**src/rtl/core/ffba_pkg.sv**
```systemverilog
// ffba_pkg: shared types, codes and defaults of the first-fit block allocator
// used by every module under rtl/core except ffba_ram; depends on nothing

package ffba_pkg;

    localparam int MAX_BLOCKS_DEF  = 64;
    localparam int ENTRY_BYTES_DEF = 16;

    localparam int SIZE_W = 32;
    localparam int ADDR_W = 33;
    localparam int STAT_W = 2;

    localparam logic [SIZE_W-1:0] HEAP_BASE_RST  = 32'h0070_0000;
    localparam logic [SIZE_W-1:0] HEAP_BYTES_RST = 32'd100000;

    localparam logic CMD_ALLOC   = 1'b0;
    localparam logic CMD_RELEASE = 1'b1;

    localparam logic CFG_HEAP_BASE  = 1'b0;
    localparam logic CFG_HEAP_BYTES = 1'b1;

    localparam logic [STAT_W-1:0] STATUS_OK        = 2'd0;
    localparam logic [STAT_W-1:0] STATUS_NO_SPACE  = 2'd1;
    localparam logic [STAT_W-1:0] STATUS_NOT_FOUND = 2'd2;

    typedef struct packed {
        logic [SIZE_W-1:0] start;
        logic [SIZE_W-1:0] length;
    } entry_t;

    typedef enum logic [3:0] {
        ST_IDLE,
        ST_ASCAN,
        ST_IPREP,
        ST_ISHIFT,
        ST_IWRITE,
        ST_ATAIL,
        ST_RSCAN,
        ST_RSHIFT,
        ST_DONE
    } state_t;

    typedef enum logic [2:0] {
        RD_ZERO,
        RD_ENT_NEXT,
        RD_LAST,
        RD_SH_DOWN,
        RD_SH_UP
    } rd_sel_t;

    typedef enum logic [1:0] {
        WR_NONE,
        WR_UP,
        WR_DOWN,
        WR_NEW
    } wr_sel_t;

    typedef struct packed {
        logic              idle;
        logic              load_req;
        rd_sel_t           rd_sel;
        wr_sel_t           wr_sel;
        logic              ent_inc;
        logic              cursor_adv;
        logic              pos_from_ent;
        logic              pos_from_count;
        logic              sh_load_last;
        logic              sh_load_ent_next;
        logic              sh_dec;
        logic              sh_inc;
        logic              cnt_inc;
        logic              cnt_dec;
        logic              res_set;
        logic              res_grant;
        logic [STAT_W-1:0] res_code;
        logic              push_out;
    } dp_ctl_t;

    typedef struct packed {
        logic req_release;
        logic count_zero;
        logic full;
        logic fit;
        logic addr_gt;
        logic addr_eq;
        logic ent_last;
        logic sh_at_pos;
        logic sh_last;
        logic tail_ok;
        logic out_free;
    } dp_sts_t;

endpackage

```
**src/rtl/core/ffba_ctrl.sv**
```systemverilog
// ffba_ctrl: request sequencer of the allocator (scan, shift, insert, remove)
// depends on ffba_pkg; drives ffba_dp through dp_ctl_t, reads dp_sts_t

module ffba_ctrl
    import ffba_pkg::*;
(
    input  logic    clk,
    input  logic    rst_n,
    input  logic    req_valid,
    input  dp_sts_t sts,
    output dp_ctl_t ctl
);

    state_t state_reg, state_next;

    always_ff @(posedge clk or negedge rst_n)
    begin
        if (!rst_n)
        begin
            state_reg <= ST_IDLE;
        end
        else
        begin
            state_reg <= state_next;
        end
    end

    always_comb
    begin
        state_next = state_reg;
        unique case (state_reg)
            ST_IDLE:
            begin
                if (req_valid)
                begin
                    if (sts.req_release)
                    begin
                        state_next = sts.count_zero ? ST_DONE : ST_RSCAN;
                    end
                    else if (sts.full)
                    begin
                        state_next = ST_DONE;
                    end
                    else
                    begin
                        state_next = sts.count_zero ? ST_ATAIL : ST_ASCAN;
                    end
                end
            end
            ST_ASCAN:
            begin
                if (sts.fit)
                begin
                    state_next = ST_IPREP;
                end
                else if (sts.ent_last)
                begin
                    state_next = ST_ATAIL;
                end
            end
            ST_IPREP:
            begin
                state_next = ST_ISHIFT;
            end
            ST_ISHIFT:
            begin
                if (sts.sh_at_pos)
                begin
                    state_next = ST_IWRITE;
                end
            end
            ST_IWRITE:
            begin
                state_next = ST_DONE;
            end
            ST_ATAIL:
            begin
                state_next = sts.tail_ok ? ST_IWRITE : ST_DONE;
            end
            ST_RSCAN:
            begin
                priority if (sts.addr_gt)
                begin
                    state_next = ST_DONE;
                end
                else if (sts.addr_eq)
                begin
                    state_next = sts.ent_last ? ST_DONE : ST_RSHIFT;
                end
                else if (sts.ent_last)
                begin
                    state_next = ST_DONE;
                end
            end
            ST_RSHIFT:
            begin
                if (sts.sh_last)
                begin
                    state_next = ST_DONE;
                end
            end
            ST_DONE:
            begin
                if (sts.out_free)
                begin
                    state_next = ST_IDLE;
                end
            end
            default:
            begin
                state_next = ST_IDLE;
            end
        endcase
    end

    always_comb
    begin
        ctl = '0;
        ctl.rd_sel = RD_ZERO;
        ctl.wr_sel = WR_NONE;
        ctl.res_code = STATUS_OK;
        unique case (state_reg)
            ST_IDLE:
            begin
                ctl.idle = 1'b1;
                if (req_valid)
                begin
                    ctl.load_req = 1'b1;
                    if (sts.req_release && sts.count_zero)
                    begin
                        ctl.res_set = 1'b1;
                        ctl.res_code = STATUS_NOT_FOUND;
                    end
                    else if (!sts.req_release && sts.full)
                    begin
                        ctl.res_set = 1'b1;
                        ctl.res_code = STATUS_NO_SPACE;
                    end
                end
            end
            ST_ASCAN:
            begin
                ctl.rd_sel = RD_ENT_NEXT;
                if (sts.fit)
                begin
                    ctl.pos_from_ent = 1'b1;
                end
                else
                begin
                    ctl.cursor_adv = 1'b1;
                    ctl.ent_inc = !sts.ent_last;
                end
            end
            ST_IPREP:
            begin
                ctl.rd_sel = RD_LAST;
                ctl.sh_load_last = 1'b1;
            end
            ST_ISHIFT:
            begin
                ctl.rd_sel = RD_SH_DOWN;
                ctl.wr_sel = WR_UP;
                ctl.sh_dec = !sts.sh_at_pos;
            end
            ST_IWRITE:
            begin
                ctl.wr_sel = WR_NEW;
                ctl.cnt_inc = 1'b1;
                ctl.res_set = 1'b1;
                ctl.res_grant = 1'b1;
                ctl.res_code = STATUS_OK;
            end
            ST_ATAIL:
            begin
                if (sts.tail_ok)
                begin
                    ctl.pos_from_count = 1'b1;
                end
                else
                begin
                    ctl.res_set = 1'b1;
                    ctl.res_code = STATUS_NO_SPACE;
                end
            end
            ST_RSCAN:
            begin
                ctl.rd_sel = RD_ENT_NEXT;
                priority if (sts.addr_gt)
                begin
                    ctl.res_set = 1'b1;
                    ctl.res_code = STATUS_NOT_FOUND;
                end
                else if (sts.addr_eq)
                begin
                    if (sts.ent_last)
                    begin
                        ctl.cnt_dec = 1'b1;
                        ctl.res_set = 1'b1;
                        ctl.res_code = STATUS_OK;
                    end
                    else
                    begin
                        ctl.sh_load_ent_next = 1'b1;
                    end
                end
                else if (sts.ent_last)
                begin
                    ctl.res_set = 1'b1;
                    ctl.res_code = STATUS_NOT_FOUND;
                end
                else
                begin
                    ctl.ent_inc = 1'b1;
                end
            end
            ST_RSHIFT:
            begin
                ctl.rd_sel = RD_SH_UP;
                ctl.wr_sel = WR_DOWN;
                if (sts.sh_last)
                begin
                    ctl.cnt_dec = 1'b1;
                    ctl.res_set = 1'b1;
                    ctl.res_code = STATUS_OK;
                end
                else
                begin
                    ctl.sh_inc = 1'b1;
                end
            end
            ST_DONE:
            begin
                ctl.push_out = sts.out_free;
            end
            default:
            begin
                ctl.idle = 1'b0;
            end
        endcase
    end

endmodule

```
**config.mk**
```make
export PLATFORM = sky130hd
export DESIGN_NAME = ffba_ctrl
export DESIGN_NICKNAME = d
export VERILOG_FILES = /design/src/rtl/core/ffba_pkg.sv /design/src/rtl/core/ffba_ctrl.sv
export SDC_FILE = /design/constraint.sdc
export NUM_CORES = 1
export LEC_CHECK = 0
export BUFFER_PORTS_ARGS = -buffer_cell sky130_fd_sc_hd__buf_2
export CAP_MARGIN = 20
export CORE_MARGIN = 8
export CORE_UTILIZATION = 40
export DETAILED_ROUTE_END_ITERATION = 10
export HOLD_SLACK_MARGIN = 0.02
export PLACE_DENSITY = 0.73
export SKIP_LAST_GASP = 1
export SLEW_MARGIN = 20
export SYNTH_ARGS = -nofsm -noshare
export SYNTH_HDL_FRONTEND = slang
export SYNTH_SLANG_ARGS = --single-unit
```
**constraint.sdc**
```tcl
create_clock -name clk -period 1.6 [get_ports clk]
set_clock_uncertainty 0.05 [all_clocks]
set_input_delay 0.32 -clock clk [delete_from_list [all_inputs] [get_ports clk]]
set_output_delay 0.32 -clock clk [all_outputs]
set_load 0.05 [all_outputs]
```
==> reports/metrics.yaml, run 1 <==
outcome:
  status: "stopped before the end"
  haltStage: "global routing (5_1_grt)"
  first-error: "[ERROR DPL-0033] detailed placement checks failed during check placement."
clock_tree:
  cts_htree_levels: 1
  cts_buffers: 3
  cts_num_sinks: 4
  clockRootBuffer: "sky130_fd_sc_hd__clkbuf_4"
  cts_buffer_depth: 2
placement:
  place.detailed.hpwl_um: 1950
  placed_area_um2: 1080
  dp_slack_ps: -266
  routability_congestion_estimate_from_global_placement: 0.877
  dp.cells: 151
  place.port_buffers: 35
synthesis:
  post-synth-top-area-cell: "sky130_fd_sc_hd__dfrtp_1"
  netlist_top_cells_count: "sky130_fd_sc_hd__nor2_1, sky130_fd_sc_hd__nand2_1, sky130_fd_sc_hd__nor2b_1"
  syn_area_per_cell_um2: 8.07
  number_of_enable_type_register_cells_in_the_synthesized_netlist: 0
  syn-instance-count: 84
  synth.cell_area_um2: 678
  synth.top_cells.by_area: "sky130_fd_sc_hd__dfrtp_1, sky130_fd_sc_hd__mux2_4, sky130_fd_sc_hd__nor4_4"
  ys.warnings.count: 0
  synthMostInstantiatedCell: "sky130_fd_sc_hd__nor2_1"
  yosys_register_bits: 4
  synth-main-ff-cell: "sky130_fd_sc_hd__dfrtp_1"
  netlist-cell-type-count: 39
  synth.yosys.seq_area_share: 0.148
  synth_fp_nets: 98
  post_synth_arst_share: 1.00
  yosysTopAreaCellShare: 0.148
global_route:
  grt_start_max_net_pins: 12
  antenna_found_initial: 0
sta:
  worst-endpoint-pin-kind: "primary output"
  crit_endpoint: "ctl[14]"
floorplanning:
  die_w_um: 57.2
  fp-row-count: 15
  die_h_um: 57.2
  io_pins: 36
  floorplan.initialDensity: 0.411
## what timing repair did
action / in CTS
hold buffers: 1
endpoints found under the setup margin: 25
buffers inserted: 10
endpoints found under the hold margin: 4
pin swaps: 12
resized for setup: 79
## per-stage QoR
stage	hold WS, ps	TNS, ps
2_1_floorplan	-25.6	-6880
3_3_place_gp	73.2	-2700
3_5_place_dp	74.6	-3150
4_1_cts	270	-6590
## logic make-up after synthesis
kind of cell | after synthesis | share of synthesized area
buffers and inverters | 11 | 0.0867
DFF | 4 | 0.148
muxes | 5 | 0.0978
and+or+nand+nor | 46 | 0.439
AOI/OAI and AO/OA | 18 | 0.229
==> run 2, diff against run 1 <==
--- a/config.mk
+++ b/config.mk
@@ -7,11 +7,10 @@
 export LEC_CHECK = 0
 export BUFFER_PORTS_ARGS = -buffer_cell sky130_fd_sc_hd__buf_2
 export CAP_MARGIN = 20
-export CORE_MARGIN = 8
-export CORE_UTILIZATION = 40
+export CORE_AREA = 8 8 69 71
 export DETAILED_ROUTE_END_ITERATION = 10
-export HOLD_SLACK_MARGIN = 0.02
-export PLACE_DENSITY = 0.73
+export DIE_AREA = 0 0 77 79
+export PLACE_DENSITY_LB_ADDON = 0.15
 export SKIP_LAST_GASP = 1
 export SLEW_MARGIN = 20
 export SYNTH_ARGS = -nofsm -noshare
==> constraint.sdc (replaced) <==
create_clock -name clk -period 2.08 [get_ports clk]
set_clock_uncertainty 0.05 [all_clocks]
set_input_delay 0.416 -clock clk [delete_from_list [all_inputs] [get_ports clk]]
set_output_delay 0.416 -clock clk [all_outputs]
set_load 0.05 [all_outputs]
==> run 2 against run 1 <==
Effect of this change:
- synthesized area is the same
- the run now ends clean
- synthesized cell count is the same
==> reports/metrics.yaml, run 2 <==
clock_tree:
  worst_skew_pair.late_latency_ps: 220
  cts_buffer_depth: 2  # unchanged
  cts_buffers: 3  # unchanged
  clockRootBuffer: "sky130_fd_sc_hd__clkbuf_8"
  cts_htree_levels: 1  # unchanged
  cts_tree: "built"
  cts_num_sinks: 4  # unchanged
  worst_setup_hold_path_clk_slew_ps: 30
synthesis:
  synth_fp_nets: 98  # unchanged
  synth-compound-area-share: 0.229  # unchanged
  post_synth_arst_share: 1.00  # unchanged
  post_synth_xor_area_fraction: 0  # unchanged
  netlist_top_cells_count: "sky130_fd_sc_hd__nor2_1, sky130_fd_sc_hd__nand2_1, sky130_fd_sc_hd__nor2b_1"
  synth.cell_area_um2: 678  # unchanged
  yosysTopAreaCellShare: 0.148  # unchanged
  synth.top_cells.by_area: "sky130_fd_sc_hd__dfrtp_1, sky130_fd_sc_hd__mux2_4, sky130_fd_sc_hd__nor4_4"
  syn-instance-count: 84  # unchanged
  syn_area_per_cell_um2: 8.07  # unchanged
  yosys_register_bits: 4  # unchanged
  ys.warnings.count: 0  # unchanged
  combinational_family_with_the_most_area_after_synthesis: "simple AND/OR/NAND/NOR gates"
  synthMostInstantiatedCell: "sky130_fd_sc_hd__nor2_1"
  synthAdderAreaFrac: 0  # unchanged
  synth-main-ff-cell: "sky130_fd_sc_hd__dfrtp_1"
  post-synth-top-area-cell: "sky130_fd_sc_hd__dfrtp_1"
  netlist-cell-type-count: 39  # unchanged
  synth_simple_gate_area_frac: 0.439  # unchanged
  synth.yosys.seq_area_share: 0.148  # unchanged
  muxShareOfSynthArea: 0.0978  # unchanged
  number_of_enable_type_register_cells_in_the_synthesized_netlist: 0  # unchanged
routing:
  post_drt_via_cell_ratio: 4.35
  drcViolationCount: 0
  postRouteAntennaNets: 0
  number_of_violations_reported_at_the_end_of_detailed_routing_iteration_0: 17
  routed_wl_um: 2440
  detail_route.first_pass.iterations: 4
  routed-via-count: 774
  drt-wirelength-per-cell_um: 13.7
job:
  drv_cap: 0
worst_setup_path:
  cp-startpoint: "state_reg[2]$_DFFE_PN0P_"
  critical_path.reg2reg.startpoint: "state_reg[2]$_DFFE_PN0P_"
  worst-endpoint-required_ps: 1610
  setup.worst_path.class: "flop to primary output"
  timing.critical_path.fanout_max: 10
  cp-start-kind: "flop"
  timing.critical_path.cells: "nor4_4, nand2_2, o211ai_1, buf_4"
  max_stage_delay_ps: 470
  worst_path_slowest_cell: "sky130_fd_sc_hd__dfrtp_2"
  cp.arrival_ps: 1590
  critical_path.endpoint_type: "primary output"
sta:
  grt_setup_unrepaired: "yes"
  final-setup-viol-count: 0
  setup_total_negative_slack_ps: 0
  min_period_ps: 2050
  setup_ws_ps: 25.4
  min_period_over_period: 0.988
  max_freq_mhz: 487
  hold_violations: 0
  max_slew_margin: 0.769
  worst_pin_slew_ps: 344
  final-max-slew-violation-count: 0
  fin_hold_ws_ps: 426
global_route:
  grt_first_pass_wirelength_um: 3930
  track_usage: 0.0767
  via_count_of_the_first_global_routing_pass: 816
  antenna_found_initial: 0
  gr-total-overflow: 0
  grt_start_max_net_pins: 14
power_and_ir_drop:
  power_per_cell_area_nw_per_um2: 1410
  vdd.ir_drop.worst_mv: 0.325
  leakage_nw: 0.533
final_layout:
  num_antenna_cells: 0
  largest_reg_flops: 4
  fin_util: 0.291
  drive_gt1_frac: 0.609
  mostFrequentLayoutCells: "sky130_fd_sc_hd__buf_2, sky130_fd_sc_hd__buf_4, sky130_fd_sc_hd__nor2_1, sky130_fd_sc_hd__nand2_1, sky130_fd_sc_hd__nor2b_1"
  syn_to_final_growth_pct: 63.1
  layout.cells.most_common: "sky130_fd_sc_hd__buf_2"
  num-nets-final: 144
  layout.cells.non_filler: 178
floorplanning:
  floorplan.initialDensity: 0.179  # -0.232
  fp-row-count: 23  # +8
  fp.dieArea_um2: 6080
  io_pins: 36  # unchanged
  core-area_um2: 3800
  die_w_um: 77  # +35%
  die_h_um: 79  # +38%
hold_path:
  holdCritPathClass: "primary input to flop"
  hp-start: "sts[0]"
placement:
  dp_slack_ps: 108  # +375 ps
  routability_congestion_estimate_from_global_placement: 0.727  # -17%
  dp.cells: 170  # +13%
  place.detailed.hpwl_um: 2010  # +3.1%
  place.port_buffers: 35  # unchanged
outcome:
  status: "complete, no violations"
run 2: repair_timing:
action	CTS	global route
hold buffers	1	0
pin swaps	0	2
setup buffers	0	4
gates resized for setup	14	5
setup endpoints to repair	8	8
hold endpoints to repair	4	0
run 2: through the flow:
step / area (um2) / total power (W)
after floorplan: 726 / 0.00107
after global placement: 986 / 0.00133
after detailed placement: 986 / 0.00134
after CTS: 1070 / 0.00153
after global routing: 1110 / 0.00165
final: 1110 / 0.00156
run 2: critical path: cells and delay by family (launching register included):
family	cells	cell delay [ps]
AOI/OAI and AO/OA	1	230
buffers and inverters	1	240
DFF	1	470
and+or+nand+nor	2	440
run 2: logic make-up after synthesis:
logic type             after synthesis
muxes                                5
and+or+nand+nor                     46
buffers and inverters               11
DFF                                  4
AOI/OAI and AO/OA                   18
run 2: report_power, final:
| part | internal, W | switching, W | total (W) |
|---|---|---|---|
| Clock | 0.000123 | 0.0000384 | 0.000162 |
| Sequential | 0.000115 | 0.0000665 | 0.000182 |
| Combinational | 0.000476 | 0.000746 | 0.00122 |
| Total | 0.000714 | 0.000851 | 0.00156 |
run 2: worst paths after layout:
| check | to | slack (ps) | cells after the start |
|---|---|---|---|
| hold reg to reg | state_reg[0]$_DFFE_PN0P_ | 550 | 1 |
| setup reg to reg | state_reg[1]$_DFFE_PN0P_ | 160 | 6 |
| min in group asynchronous | state_reg[3]$_DFFE_PN0P_ | 490 | 2 |
| hold / removal | state_reg[3]$_DFFE_PN0P_ | 430 | 2 |
| max in group asynchronous | state_reg[0]$_DFFE_PN0P_ | 1370 | 2 |
| setup / recovery | ctl[4] | 30 | 4 |
run 2: cell type report:
cell class	instances	area [um2]
repair buffers	48	317
multi-input cells	69	566
clock buffers	3	41.3
inverters	4	15.0
flip-flops and latches	4	105
well taps	50	62.6
fillers	425	2690
run 2: metal layers:
metal / vias up / GRT usage / wire length [um]
met5: - / 0 / 0
met4: 0 / 0.0283 / 15
met3: 2 / 0.0203 / 161
met2: 25 / 0.130 / 1120
met1: 357 / 0.0911 / 1140
li1: 390 / - / -
No activity file was read; power rests on OpenSTA's default activity.
